`src/rtl/abac_pkg.sv`:
```
// Shared types, constants and helper functions of the alpha bounding box autocrop block.
package abac_pkg;

    localparam int unsigned MAX_DIMENSION = 4096;
    localparam int unsigned COORD_W       = 12;
    localparam int unsigned DIM_W         = 13;
    localparam int unsigned ALPHA_W       = 8;
    localparam int unsigned PAD_W         = 7;
    localparam int unsigned CFG_IDX_W     = 2;
    localparam int unsigned CFG_DATA_W    = 13;

    // The padding is (2m + 50) / 100, with the division done as a multiply by
    // 5243 / 2^19, which is exact for every dividend below 43690.
    localparam int unsigned NUMER_W     = 14;
    localparam int unsigned RECIP_MUL   = 5243;
    localparam int unsigned RECIP_SHIFT = 19;
    localparam int unsigned PROD_W      = 27;
    localparam int unsigned ROUND_BIAS  = 50;
    localparam int unsigned PAD_MIN     = 2;

    typedef logic [COORD_W-1:0]    coord_t;
    typedef logic [DIM_W-1:0]      dim_t;
    typedef logic [ALPHA_W-1:0]    alpha_t;
    typedef logic [PAD_W-1:0]      pad_t;
    typedef logic [CFG_IDX_W-1:0]  cfg_index_t;
    typedef logic [CFG_DATA_W-1:0] cfg_data_t;

    typedef enum logic [CFG_IDX_W-1:0] {
        CFG_IMAGE_WIDTH     = 2'd0,
        CFG_IMAGE_HEIGHT    = 2'd1,
        CFG_ALPHA_THRESHOLD = 2'd2
    } cfg_reg_t;

    localparam dim_t   WIDTH_RESET     = 13'd640;
    localparam dim_t   HEIGHT_RESET    = 13'd480;
    localparam alpha_t THRESHOLD_RESET = 8'd2;

    typedef struct packed {
        coord_t left;
        coord_t right;
        coord_t top;
        coord_t bottom;
        logic   found;
        dim_t   width;
        dim_t   height;
    } frame_box_t;

    function automatic dim_t eff_dim(dim_t v);
        dim_t r;
        if (v == '0)
        begin
            r = dim_t'(1);
        end
        else if (v > dim_t'(MAX_DIMENSION))
        begin
            r = dim_t'(MAX_DIMENSION);
        end
        else
        begin
            r = v;
        end
        return r;
    endfunction

    function automatic coord_t last_coord(dim_t v);
        dim_t d;
        d = v - dim_t'(1);
        return d[COORD_W-1:0];
    endfunction

endpackage

```
`src/rtl/abac_ifs.sv`:
```
// Handshake channel interfaces for pixels, crop results and configuration writes.
interface abac_pix_if;
    import abac_pkg::*;
    logic   valid;
    logic   ready;
    alpha_t pixel_alpha;
    modport source (output valid, output pixel_alpha, input ready);
    modport sink (input valid, input pixel_alpha, output ready);
endinterface

interface abac_crop_if;
    import abac_pkg::*;
    logic   valid;
    logic   ready;
    coord_t crop_x;
    coord_t crop_y;
    dim_t   crop_width;
    dim_t   crop_height;
    logic   content_found;
    modport source (output valid, output crop_x, output crop_y, output crop_width,
                    output crop_height, output content_found, input ready);
    modport sink (input valid, input crop_x, input crop_y, input crop_width,
                  input crop_height, input content_found, output ready);
endinterface

interface abac_cfg_if;
    import abac_pkg::*;
    logic       valid;
    logic       ready;
    cfg_index_t index;
    cfg_data_t  data;
    modport source (output valid, output index, output data, input ready);
    modport sink (input valid, input index, input data, output ready);
endinterface

```
`src/rtl/abac_track.sv`:
```
// Raster position counters and bounding box tracking, with frame-end box capture.
module abac_track (
    input  logic                clk,
    input  logic                rst_n,
    input  abac_pkg::dim_t      width,
    input  abac_pkg::dim_t      height,
    input  abac_pkg::alpha_t    threshold,
    abac_pix_if.sink            pixel,
    output logic                box_valid,
    output abac_pkg::frame_box_t box,
    input  logic                box_ready
);
    import abac_pkg::*;

    coord_t     col_reg, col_next;
    coord_t     row_reg, row_next;
    coord_t     left_reg, left_next;
    coord_t     top_reg, top_next;
    coord_t     right_reg, right_next;
    coord_t     bottom_reg, bottom_next;
    logic       found_reg, found_next;
    logic       box_valid_reg, box_valid_next;
    frame_box_t box_reg, box_next;

    coord_t col_last_idx;
    coord_t row_last_idx;
    logic   hit;
    logic   col_last;
    logic   frame_last;
    logic   cap_ready;
    logic   accept;
    coord_t left_upd, top_upd, right_upd, bottom_upd;
    logic   found_upd;

    always_comb
    begin
        col_last_idx = last_coord(width);
        row_last_idx = last_coord(height);
        hit          = pixel.pixel_alpha > threshold;
        col_last     = col_reg >= col_last_idx;
        frame_last   = col_last && (row_reg >= row_last_idx);
        cap_ready    = !box_valid_reg || box_ready;
        pixel.ready  = !frame_last || cap_ready;
        accept       = pixel.valid && pixel.ready;

        left_upd   = (hit && col_reg < left_reg)   ? col_reg : left_reg;
        top_upd    = (hit && row_reg < top_reg)    ? row_reg : top_reg;
        right_upd  = (hit && col_reg > right_reg)  ? col_reg : right_reg;
        bottom_upd = (hit && row_reg > bottom_reg) ? row_reg : bottom_reg;
        found_upd  = found_reg || hit;

        col_next       = col_reg;
        row_next       = row_reg;
        left_next      = left_reg;
        top_next       = top_reg;
        right_next     = right_reg;
        bottom_next    = bottom_reg;
        found_next     = found_reg;
        box_valid_next = box_valid_reg && !box_ready;
        box_next       = box_reg;

        if (accept)
        begin
            if (frame_last)
            begin
                col_next       = '0;
                row_next       = '0;
                left_next      = '1;
                top_next       = '1;
                right_next     = '0;
                bottom_next    = '0;
                found_next     = 1'b0;
                box_valid_next = 1'b1;
                box_next       = '{left: left_upd, right: right_upd, top: top_upd,
                                   bottom: bottom_upd, found: found_upd,
                                   width: width, height: height};
            end
            else
            begin
                col_next    = col_last ? '0 : col_reg + coord_t'(1);
                row_next    = col_last ? row_reg + coord_t'(1) : row_reg;
                left_next   = left_upd;
                top_next    = top_upd;
                right_next  = right_upd;
                bottom_next = bottom_upd;
                found_next  = found_upd;
            end
        end
    end

    always_ff @(posedge clk or negedge rst_n)
    begin
        if (!rst_n)
        begin
            col_reg       <= '0;
            row_reg       <= '0;
            left_reg      <= '1;
            top_reg       <= '1;
            right_reg     <= '0;
            bottom_reg    <= '0;
            found_reg     <= 1'b0;
            box_valid_reg <= 1'b0;
        end
        else
        begin
            col_reg       <= col_next;
            row_reg       <= row_next;
            left_reg      <= left_next;
            top_reg       <= top_next;
            right_reg     <= right_next;
            bottom_reg    <= bottom_next;
            found_reg     <= found_next;
            box_valid_reg <= box_valid_next;
        end
    end

    always_ff @(posedge clk)
    begin
        box_reg <= box_next;
    end

    assign box_valid = box_valid_reg;
    assign box       = box_reg;

endmodule

```
`src/rtl/abac_crop.sv`:
```
// Crop rectangle pipeline: box clamp, padding computation and padded, clamped output.
module abac_crop (
    input  logic                 clk,
    input  logic                 rst_n,
    input  logic                 box_valid,
    input  abac_pkg::frame_box_t box,
    output logic                 box_ready,
    abac_crop_if.source          result
);
    import abac_pkg::*;

    logic       s2_valid_reg, s2_valid_next;
    frame_box_t s2_box_reg, s2_box_next;
    dim_t       s2_span_reg, s2_span_next;
    logic       s3_valid_reg, s3_valid_next;
    frame_box_t s3_box_reg, s3_box_next;
    pad_t       s3_pad_reg, s3_pad_next;
    logic       out_valid_reg, out_valid_next;
    coord_t     x_reg, x_next;
    coord_t     y_reg, y_next;
    dim_t       cw_reg, cw_next;
    dim_t       ch_reg, ch_next;
    logic       found_reg, found_next;

    logic                out_ready, s3_ready, s2_ready;
    coord_t              col_lim, row_lim;
    dim_t                box_w, box_h;
    logic [NUMER_W-1:0]  numer;
    logic [PROD_W-1:0]   prod;
    logic [PROD_W-1:0]   quot;
    pad_t                pad_raw;
    coord_t              pad_c;
    dim_t                pad_d;
    dim_t                right_end, bottom_end;

    always_comb
    begin
        out_ready = !out_valid_reg || result.ready;
        s3_ready  = !s3_valid_reg || out_ready;
        s2_ready  = !s2_valid_reg || s3_ready;
        box_ready = s2_ready;

        s2_valid_next  = s2_ready ? box_valid : s2_valid_reg;
        s3_valid_next  = s3_ready ? s2_valid_reg : s3_valid_reg;
        out_valid_next = out_ready ? s3_valid_reg : out_valid_reg;

        // Clamp the box to the frame and find its larger side.
        col_lim             = last_coord(box.width);
        row_lim             = last_coord(box.height);
        s2_box_next         = box;
        s2_box_next.left    = (box.left < col_lim) ? box.left : col_lim;
        s2_box_next.right   = (box.right < col_lim) ? box.right : col_lim;
        s2_box_next.top     = (box.top < row_lim) ? box.top : row_lim;
        s2_box_next.bottom  = (box.bottom < row_lim) ? box.bottom : row_lim;
        box_w = dim_t'(s2_box_next.right) - dim_t'(s2_box_next.left) + dim_t'(1);
        box_h = dim_t'(s2_box_next.bottom) - dim_t'(s2_box_next.top) + dim_t'(1);
        s2_span_next = (box_w > box_h) ? box_w : box_h;

        // Padding is the rounded two percent of the larger side, at least two.
        numer       = {s2_span_reg, 1'b0} + NUMER_W'(ROUND_BIAS);
        prod        = PROD_W'(numer) * PROD_W'(RECIP_MUL);
        quot        = prod >> RECIP_SHIFT;
        pad_raw     = quot[PAD_W-1:0];
        s3_pad_next = (pad_raw < pad_t'(PAD_MIN)) ? pad_t'(PAD_MIN) : pad_raw;
        s3_box_next = s2_box_reg;

        pad_c      = coord_t'(s3_pad_reg);
        pad_d      = dim_t'(s3_pad_reg);
        right_end  = dim_t'(s3_box_reg.right) + pad_d + dim_t'(1);
        bottom_end = dim_t'(s3_box_reg.bottom) + pad_d + dim_t'(1);
        right_end  = (right_end > s3_box_reg.width) ? s3_box_reg.width : right_end;
        bottom_end = (bottom_end > s3_box_reg.height) ? s3_box_reg.height : bottom_end;
        found_next = s3_box_reg.found;
        if (s3_box_reg.found)
        begin
            x_next  = (s3_box_reg.left > pad_c) ? s3_box_reg.left - pad_c : '0;
            y_next  = (s3_box_reg.top > pad_c) ? s3_box_reg.top - pad_c : '0;
            cw_next = right_end - dim_t'(x_next);
            ch_next = bottom_end - dim_t'(y_next);
        end
        else
        begin
            x_next  = '0;
            y_next  = '0;
            cw_next = s3_box_reg.width;
            ch_next = s3_box_reg.height;
        end
    end

    always_ff @(posedge clk or negedge rst_n)
    begin
        if (!rst_n)
        begin
            s2_valid_reg  <= 1'b0;
            s3_valid_reg  <= 1'b0;
            out_valid_reg <= 1'b0;
        end
        else
        begin
            s2_valid_reg  <= s2_valid_next;
            s3_valid_reg  <= s3_valid_next;
            out_valid_reg <= out_valid_next;
        end
    end

    always_ff @(posedge clk)
    begin
        if (s2_ready)
        begin
            s2_box_reg  <= s2_box_next;
            s2_span_reg <= s2_span_next;
        end
        if (s3_ready)
        begin
            s3_box_reg <= s3_box_next;
            s3_pad_reg <= s3_pad_next;
        end
        if (out_ready)
        begin
            x_reg     <= x_next;
            y_reg     <= y_next;
            cw_reg    <= cw_next;
            ch_reg    <= ch_next;
            found_reg <= found_next;
        end
    end

    assign result.valid         = out_valid_reg;
    assign result.crop_x        = x_reg;
    assign result.crop_y        = y_reg;
    assign result.crop_width    = cw_reg;
    assign result.crop_height   = ch_reg;
    assign result.content_found = found_reg;

endmodule

```
`src/rtl/alpha_bbox_autocrop_core.sv`:
```
// Top level of the alpha bounding box autocrop block with its configuration registers.
// Throughput: one pixel per clock while the last pixel of a frame is not held back by an
// untaken box; the position counters and box update are registered. A frame's crop result
// passes box capture, clamp stage, padding multiply stage and output, and can be stalled.
// Reset: rst_n clears the position, the box and all pipeline valids at once and loads
// width 640, height 480 and threshold 2; no clearing pass is needed.
module alpha_bbox_autocrop_core (
    input  logic        clk,
    input  logic        rst_n,
    abac_pix_if.sink    pixel,
    abac_crop_if.source result,
    abac_cfg_if.sink    cfg
);
    import abac_pkg::*;

    dim_t       width_reg, width_next;
    dim_t       height_reg, height_next;
    alpha_t     thresh_reg, thresh_next;
    dim_t       eff_width, eff_height;
    logic       box_valid;
    logic       box_ready;
    frame_box_t box;

    assign cfg.ready = 1'b1;

    always_comb
    begin
        width_next  = width_reg;
        height_next = height_reg;
        thresh_next = thresh_reg;
        if (cfg.valid)
        begin
            unique case (cfg.index)
                CFG_IMAGE_WIDTH:     width_next  = cfg.data;
                CFG_IMAGE_HEIGHT:    height_next = cfg.data;
                CFG_ALPHA_THRESHOLD: thresh_next = cfg.data[ALPHA_W-1:0];
                default:             ;
            endcase
        end
        eff_width  = eff_dim(width_reg);
        eff_height = eff_dim(height_reg);
    end

    always_ff @(posedge clk or negedge rst_n)
    begin
        if (!rst_n)
        begin
            width_reg  <= WIDTH_RESET;
            height_reg <= HEIGHT_RESET;
            thresh_reg <= THRESHOLD_RESET;
        end
        else
        begin
            width_reg  <= width_next;
            height_reg <= height_next;
            thresh_reg <= thresh_next;
        end
    end

    abac_track u_track (
        .clk       (clk),
        .rst_n     (rst_n),
        .width     (eff_width),
        .height    (eff_height),
        .threshold (thresh_reg),
        .pixel     (pixel),
        .box_valid (box_valid),
        .box       (box),
        .box_ready (box_ready)
    );

    abac_crop u_crop (
        .clk       (clk),
        .rst_n     (rst_n),
        .box_valid (box_valid),
        .box       (box),
        .box_ready (box_ready),
        .result    (result)
    );

    // An empty frame always reports the whole frame from the origin.
    assert property (@(posedge clk) disable iff (!rst_n)
        result.valid && !result.content_found |-> result.crop_x == '0 && result.crop_y == '0)
        else $error("empty frame result not anchored at origin");

    assert property (@(posedge clk) disable iff (!rst_n)
        result.valid |-> result.crop_width != '0 && result.crop_height != '0)
        else $error("crop rectangle has zero size");

    assert property (@(posedge clk) disable iff (!rst_n)
        result.valid |->
            (14'(result.crop_x) + 14'(result.crop_width)) <= 14'(MAX_DIMENSION) &&
            (14'(result.crop_y) + 14'(result.crop_height)) <= 14'(MAX_DIMENSION))
        else $error("crop rectangle extends beyond the largest frame");

    assert property (@(posedge clk) disable iff (!rst_n)
        box_valid && !box_ready |=> box_valid && $stable(box))
        else $error("captured frame box lost while the crop pipeline is stalled");

endmodule
```
`src/flat_wrapper.sv`:
```
// flat-port wrapper written by rule: the top's interface ports become plain ports
module alpha_bbox_autocrop_core_flat import abac_pkg::*;
  (clk, rst_n, pixel_valid, pixel_pixel_alpha, pixel_ready, result_valid, result_crop_x, result_crop_y, result_crop_width, result_crop_height, result_content_found, result_ready, cfg_valid, cfg_index, cfg_data, cfg_ready);
  abac_pix_if pixel_i ();
  abac_crop_if result_i ();
  abac_cfg_if cfg_i ();
  input  logic clk;
  input  logic rst_n;
  input wire logic [$bits(pixel_i.valid)-1:0] pixel_valid;
  input wire logic [$bits(pixel_i.pixel_alpha)-1:0] pixel_pixel_alpha;
  output wire logic [$bits(pixel_i.ready)-1:0] pixel_ready;
  output wire logic [$bits(result_i.valid)-1:0] result_valid;
  output wire logic [$bits(result_i.crop_x)-1:0] result_crop_x;
  output wire logic [$bits(result_i.crop_y)-1:0] result_crop_y;
  output wire logic [$bits(result_i.crop_width)-1:0] result_crop_width;
  output wire logic [$bits(result_i.crop_height)-1:0] result_crop_height;
  output wire logic [$bits(result_i.content_found)-1:0] result_content_found;
  input wire logic [$bits(result_i.ready)-1:0] result_ready;
  input wire logic [$bits(cfg_i.valid)-1:0] cfg_valid;
  input wire logic [$bits(cfg_i.index)-1:0] cfg_index;
  input wire logic [$bits(cfg_i.data)-1:0] cfg_data;
  output wire logic [$bits(cfg_i.ready)-1:0] cfg_ready;
  assign pixel_i.valid = pixel_valid;
  assign pixel_i.pixel_alpha = pixel_pixel_alpha;
  assign pixel_ready = pixel_i.ready;
  assign result_valid = result_i.valid;
  assign result_crop_x = result_i.crop_x;
  assign result_crop_y = result_i.crop_y;
  assign result_crop_width = result_i.crop_width;
  assign result_crop_height = result_i.crop_height;
  assign result_content_found = result_i.content_found;
  assign result_i.ready = result_ready;
  assign cfg_i.valid = cfg_valid;
  assign cfg_i.index = cfg_index;
  assign cfg_i.data = cfg_data;
  assign cfg_ready = cfg_i.ready;
  alpha_bbox_autocrop_core u_core (.clk(clk), .rst_n(rst_n), .pixel(pixel_i), .result(result_i), .cfg(cfg_i));
endmodule
```
`config.mk`:
```
export PLATFORM = sky130hd
export DESIGN_NAME = alpha_bbox_autocrop_core_flat
export DESIGN_NICKNAME = d
export VERILOG_FILES = /design/src/rtl/abac_pkg.sv /design/src/rtl/abac_ifs.sv /design/src/rtl/abac_track.sv /design/src/rtl/abac_crop.sv /design/src/rtl/alpha_bbox_autocrop_core.sv /design/src/flat_wrapper.sv
export SDC_FILE = /design/constraint.sdc
export NUM_CORES = 1
export LEC_CHECK = 0
export ABC_AREA = 0
export BUFFER_PORTS_ARGS = -buffer_cell sky130_fd_sc_hd__buf_2
export CAP_MARGIN = 20
export CELL_PAD_IN_SITES_DETAIL_PLACEMENT = 0
export CELL_PAD_IN_SITES_GLOBAL_PLACEMENT = 1
export CORE_MARGIN = 5
export CORE_UTILIZATION = 56
export DETAILED_ROUTE_END_ITERATION = 16
export PLACE_DENSITY_LB_ADDON = 0.1
export SETUP_SLACK_MARGIN = 0.1
export SYNTH_ARGS = -nofsm -noshare
export SYNTH_HDL_FRONTEND = slang
export SYNTH_SLANG_ARGS = --single-unit
```
`constraint.sdc`:
```
create_clock -name clk -period 12.3 [get_ports clk]
set_input_delay 0.615 -clock clk [delete_from_list [all_inputs] [get_ports clk]]
set_output_delay 0.615 -clock clk [all_outputs]
set_load 0.005 [all_outputs]
```
## After elaboration in Yosys (flattened, before gate mapping)

Cells that the tools add are included.

| storage, ports and cells | value |
|---|---|
| flip-flop bits (word level) | 407 |
| latch bits | 0 |
| RAM bits | 0 |
| memory bits (read-only) | 0 |
| input port bits | 28 |
| logic and storage cells | 141 |
| memories | 0 |

| cells by class | value |
|---|---|
| add/subtract/negate cells | 19 |
| $mul | 1 |
| divide/modulo/power cells | 0 |
| magnitude comparators | 19 |
| equality and inequality tests | 2 |
| shift operators | 0 |
| multiplexer cells | 30 |
| bitwise gates (word level) | 0 |
| reduce and logical (&&, ||, !) cells | 28 |

Operators by type and width:

| operator | number |
|---|---|
| 2-to-1 mux 12 bit | 18 |
| 2-to-1 mux 13 bit | 9 |
| less-than comparator 12 bit | 6 |
| adder 13 x 1 -> 13 bit, second input constant | 4 |
| subtractor 12 x 1 -> 12 bit, second input constant | 4 |
| greater-than comparator 13 bit | 3 |
| adder 12 x 7 -> 13 bit | 2 |
| greater-than comparator 13 bit, second input constant | 2 |
| zero test 13 bit | 2 |
| multiplier 14 x 13 -> 26 bit, second input constant | 1 |
| subtractor 12 x 12 -> 13 bit | 2 |
| subtractor 13 x 12 -> 13 bit | 2 |
| adder 12 x 1 -> 12 bit, second input constant | 2 |
| greater-or-equal comparator 12 bit | 2 |
| greater-than comparator 12 bit | 2 |
| greater-than comparator 12 x 7 -> 1 bit | 2 |
| subtractor 12 x 7 -> 12 bit | 2 |
| adder 14 x 6 -> 14 bit, second input constant | 1 |
| AND reduction 2 bit | 5 |
| greater-than comparator 8 bit | 1 |
| logical AND 1 bit | 7 |
| less-than comparator 7 x 2 -> 1 bit, second input constant | 1 |
| zero test 1 bit | 6 |
| logical OR 1 bit | 6 |
| other kinds (5) | 7 |

## Logic depth before layout (Yosys ltp)

| logic depth | value |
|---|---|
| depth in word-level cells | 10 |
| gate-level depth with buffers | 37 |
| mapped depth without buffers | 35 |

## Hierarchy

Synthesis repeated with hierarchy kept, for this count alone.

| unflattened totals | value |
|---|---|
| cells, all modules | 2595 |
| area total of the unflattened synthesis | 28327.2 µm² |

By module, submodules not included:

| module | instances | cells an instance | area an instance (µm²) | seq. area each (µm²) |
|---|---|---|---|---|
| abac_crop | 1 | 1761 | 18501.5 | 6711.4 |
| abac_track | 1 | 723 | 8285.4 | 4134.0 |
| alpha_bbox_autocrop_core | 1 | 111 | 1540.2 | 859.6 |

## Worst setup path after synthesis

No wires, ideal clock.

| path | value |
|---|---|
| path kind | flip-flop to flip-flop |
| from | register u_core.u_track.box_reg (netlist bit u_core.u_track.box[15]) |
| to | register u_core.u_crop.s2_span_reg[10], data pin |
| library setup time | 0.264 ns |
| arrival | 6.916 ns |
| slack | 5.120 ns |
| stages on the path, launching flop included | 34 |
| period minus slack after synthesis | 7.180 ns |
| cells stage by stage | edfxtp_1 > nor4_1 > nand2_1 > nor2_1 > xor2_1 > inv_1 > ha_1 > o21ai_0 > o31ai_1 > a21oi_1 > maj3_1 > o21ai_1 > mux2_2 > ha_1 > inv_1 > ha_1 > fa_1 > a21o_1 > a21oi_1 > o21bai_1 > a21oi_1 > o21ai_0 > a21o_1 > a21oi_1 > xor2_1 > inv_1 > ha_1 > or4_1 > a221oi_1 > a31oi_1 > o31a_1 > clkbuf_1 > nand2_1 > o21ai_0 |

RTL lines:

| item | RTL line | text |
|---|---|---|
| start: declaration | abac_track.sv:23 | `frame_box_t box_reg, box_next;` |
| start signal: assignment | abac_track.sv:119 | `box_reg <= box_next;` |
| end signal: assignment | abac_crop.sv:111 | `s2_span_reg <= s2_span_next;` |
| end: declaration | abac_crop.sv:14 | `dim_t s2_span_reg, s2_span_next;` |

==> flow_metrics.py <==
metrics = {
    "timing": {
        "hold_violations": 0,
        "slew_headroom": 0.3100,
        "worst_slew_pin_slew_ps": 1030,
        "rsz0062_at_grt": "false",
        "fin_setup_tns_ps": 0,
        "fmax_ghz": 0.1164,
        "slew_violations": 0,
        "setup_viol": 0,
        "finalCritPeriodShare": 0.6987,
        "clock_skew_ps": 17.77,
        "period_minus_slack_ps": 8594,
    },
    "clock_tree": {
        "clock-root-buffer": "clkbuf_16",
        "clk_pin_slew_ps": 60,
        "cts_tree": "yes",
        "cts_max_path_buffers": 3,
        "htree_levels": 2,
        "clkLatencyLatePin_ps": 560,
        "cts_made_buffers": 43,
        "post_cts_buffers": 0,
        "clock_sinks": 407,
    },
    "yosys": {
        "ys_dominant_reg_cell": "edfxtp_1",
        "synth_nets": 2926,
        "ys_warn_count": 0,
        "yosysTopAreaCellShare": 0.3263,
        "synthAdderAreaFrac": 0.2073,
        "ys_seq_area_frac": 0.4297,
        "yosysTopAreaCell": "edfxtp_1",
        "synthMuxAreaShare": 0.05374,
        "post_synth.cell_area_avg_um2": 10.95,
        "synth-compound-area-share": 0.1109,
        "synthXorXnorAreaFrac": 0.04309,
        "syn_inst": 2487,
        "synth.area.top_cells": "edfxtp_1 33%, ha_1 16%, dfrtp_1 7.3%, fa_1 4.6%, inv_1 4.2%",
        "netlist-cell-type-count": 80,
        "ys_ff_latch": 407,
        "synth-edff-count": 296,
        "synth-simple-area-share": 0.1042,
        "syn_area_um2": 27240,
        "synth_top_family_by_area": "adder cells",
        "postSynth.asyncResetShare": 0.2727,
    },
    "global_routing": {
        "grt_max_degree": 84,
        "antenna_found_initial": 3,
        "grt_pass1_vias": 18443,
        "grt_pass1_wl_um": 99820,
        "overflow": 0,
        "gr-usage-all-layers": 0.2350,
    },
    "floorplanning": {
        "start_util": 0.5681,
        "die_w_um": 230.5,
        "core_um2": 47950,
        "row_count": 80,
        "ios": 82,
        "die-height_um": 230.5,
        "die_area_um2": 53150,
    },
    "setup_path": {
        "worstSetupStartpointType": "register",
        "slowest_delay_ps": 710,
        "crit_required_ps": 12610,
        "endpoint_kind": "register",
        "endpoint": "u_core.u_crop.s2_span_reg[0]",
        "cp_max_fo": 22,
        "arrival_ps": 8910,
        "r2r_cells": 33,
        "reg2reg_to": "u_core.u_crop.s2_span_reg[0]",
        "slowest_stage": "a21oi_4",
        "reg2reg_from": "u_core.u_track.box[0]",
        "crit_start": "u_core.u_track.box[0]",
        "crit_type": "reg -> reg",
        "r2r_slack_ps": 3710,
    },
    "min_path": {
        "min_path_type": "in -> reg",
    },
    "drt": {
        "drtPass1Iterations": 5,
        "routed_wl_um": 62300,
        "ant_nets": 0,
        "drc": 0,
        "dr.first_iter.drc_count": 1085,
        "route.vias.total": 18279,
        "avgRoutedWirePerCell_um": 19.32,
        "detail_route.vias_per_cell": 5.668,
    },
    "placement": {
        "hpwl_um": 49400,
        "portBuffers": 80,
        "place_congestion": 0.9210,
        "dp.cells": 3143,
    },
    "cells_and_area": {
        "nNetsFinal": 3015,
        "syn_to_final_growth_pct": 9.637,
        "layout.cells.non_filler": 3225,
        "drive_gt1_frac": 0.1284,
        "antenna_cells": 0,
    },
    "status": {
        "status": "complete, no violations",
    },
    "pwr": {
        "pwr_density_cell_nw_per_um2": 241.8,
        "peakVddDrop_v": 0.0002733,
        "p_leak_uw": 0.01360,
    },
    "flow_run": {
        "maxCapViolCount": 0,
    },
}
-- synthesized netlist by cell type (5+ instances only) --
| library cell | number |
|---|---|
| a22o_1 | 25 |
| inv_1 | 306 |
| fa_1 | 63 |
| nand2_1 | 175 |
| a31oi_1 | 15 |
| xnor2_1 | 66 |
| nand4_1 | 27 |
| or3_1 | 11 |
| a211oi_1 | 7 |
| or4_1 | 8 |
| nor4_1 | 14 |
| mux2i_1 | 21 |
| ha_1 | 348 |
| nand3b_1 | 5 |
| mux2_4 | 10 |
| buf_2 | 6 |
| or2_2 | 11 |
| and2_1 | 6 |
| nand2b_1 | 26 |
| and3_1 | 21 |
| xor2_1 | 68 |
| a21oi_1 | 109 |
| nor3_1 | 30 |
| a221oi_1 | 6 |
| o21bai_1 | 10 |
| a2111oi_0 | 5 |
| a21boi_0 | 11 |
| edfxtp_1 | 296 |
| dfrtp_1 | 80 |
| mux2_2 | 98 |
| and4_1 | 5 |
| o21a_1 | 26 |
| nor3b_1 | 9 |
| a21o_1 | 37 |
| nor2b_1 | 54 |
| nor2_1 | 131 |
| dfstp_2 | 31 |
| a41oi_1 | 5 |
| o21ai_0 | 135 |
| nand3_1 | 32 |
| o211ai_1 | 9 |
| clkbuf_1 | 40 |
| o22a_1 | 26 |
-- worst min-delay path by stage --
stage | depth (start not counted) | start | endpoint | slack (ps)
2_1_floorplan | 0 | rst_n | u_core.height_reg[0] | 320
3_3_place_gp | 0 | u_core.u_crop.s2_box_reg[52] | u_core.u_crop.s3_box_reg[52] | 400
3_5_place_dp | 0 | u_core.u_track.box[26] | u_core.u_crop.s2_box_reg[26] | 400
4_1_cts | 3 | cfg_data[8] | u_core.width_reg[8] | 250
5_1_grt | 2 | cfg_data[9] | u_core.width_reg[9] | 280
6_report | 3 | cfg_data[8] | u_core.width_reg[8] | 290
-- cell type report --
cell class              count  area, um2
clock buffers              56       1222
clock inverters            23      279.0
fillers                  3805      18080
inverters                 307       1152
multi-input cells        1720      14180
flip-flops and latches    407      11710
well taps                 615      769.5
repair buffers             97      558.0
-- critical path, delay by kind of cell, from the launching register on --
kind	cells	cell delay, ps
buffers and inverters	5	450
AOI/OAI and AO/OA	13	2950
DFF	1	470
muxes	2	720
adders and majority gates	8	2190
xor gates and xnor gates	2	450
and+or+nand+nor	3	1110
-- where the power goes --
group	total (uW)	internal, uW	switching, uW	leakage (uW)
combinational	3880	1700	2180	0.00849
clock	1360	829	536	0.000732
sequential	1980	1790	192	0.00437
total	7220	4320	2900	0.0136
-- layer usage --
metal  up-vias  share of wire  global-route usage
li1       9038              -                   -
met2       353           0.46              0.3834
met5         -        0.00053                   0
met3       109          0.036             0.02802
met4         6          0.031             0.07174
met1      8773           0.47              0.3330
-- kinds of logic (layout without fill, tap and decap cells) --
group	count (synthesis)	after routing
AO/OA/AOI/OAI	467	467
AND/OR/NAND/NOR	575	575
buffers and inverters	360	483
flip-flops	407	407
XOR/XNOR	134	134
other	1	1
multiplexers	129	129
adder cells (fa/ha/maj)	414	414
-- stage by stage --
stage | power (uW) | cell area (um2) | hold WS [ps] | setup slack (ps) | utilization
after CTS | 7263 | 29820 | 247.8 | 3771 | 0.6220
after floorplan | 4856 | 27240 | 319.4 | 5120 | -
after global placement | 5755 | 28310 | 401.2 | 4041 | 0.5905
after detailed placement | 5860 | 28310 | 404.5 | 3773 | 0.5905
after global routing | 7904 | 29860 | 284.9 | 2927 | 0.6229
final | 7220 | 29860 | 288.4 | 3706 | 0.6229
-- cell usage in the layout (no fill, tap or decap), types with 7 or more instances in the layout --
master / Yosys / final
clkbuf_16: 0 / 46
xor2_1: 68 / 68
nand4_1: 27 / 27
edfxtp_1: 296 / 296
a21o_1: 37 / 37
nand3_1: 32 / 31
mux2i_1: 21 / 21
clkinv_2: 0 / 7
o21bai_1: 10 / 10
o21ai_0: 135 / 135
or3_1: 11 / 11
and3_1: 21 / 21
nor4_1: 14 / 14
nor2_1: 131 / 131
or2_2: 11 / 11
nand2b_1: 26 / 26
nand2_1: 175 / 174
inv_1: 306 / 305
buf_2: 6 / 79
dfstp_2: 31 / 31
o211ai_1: 9 / 9
ha_1: 348 / 348
a22o_1: 25 / 25
o22a_1: 26 / 26
a21boi_0: 11 / 11
buf_4: 2 / 15
a21oi_1: 109 / 109
nor2b_1: 54 / 54
fa_1: 63 / 63
or4_1: 8 / 8
a211oi_1: 7 / 7
nor3_1: 30 / 30
dfrtp_1: 80 / 80
a31oi_1: 15 / 15
xnor2_1: 66 / 66
nor3b_1: 9 / 8
mux2_2: 98 / 98
o21a_1: 26 / 26
mux2_4: 10 / 10
-- repair_timing --
action | in CTS | in global routing
hold buffers | 1 | 0
resized for setup | 0 | 0
hold endpoints to repair | 22 | 0
Power figures use the tool's default switching activity.
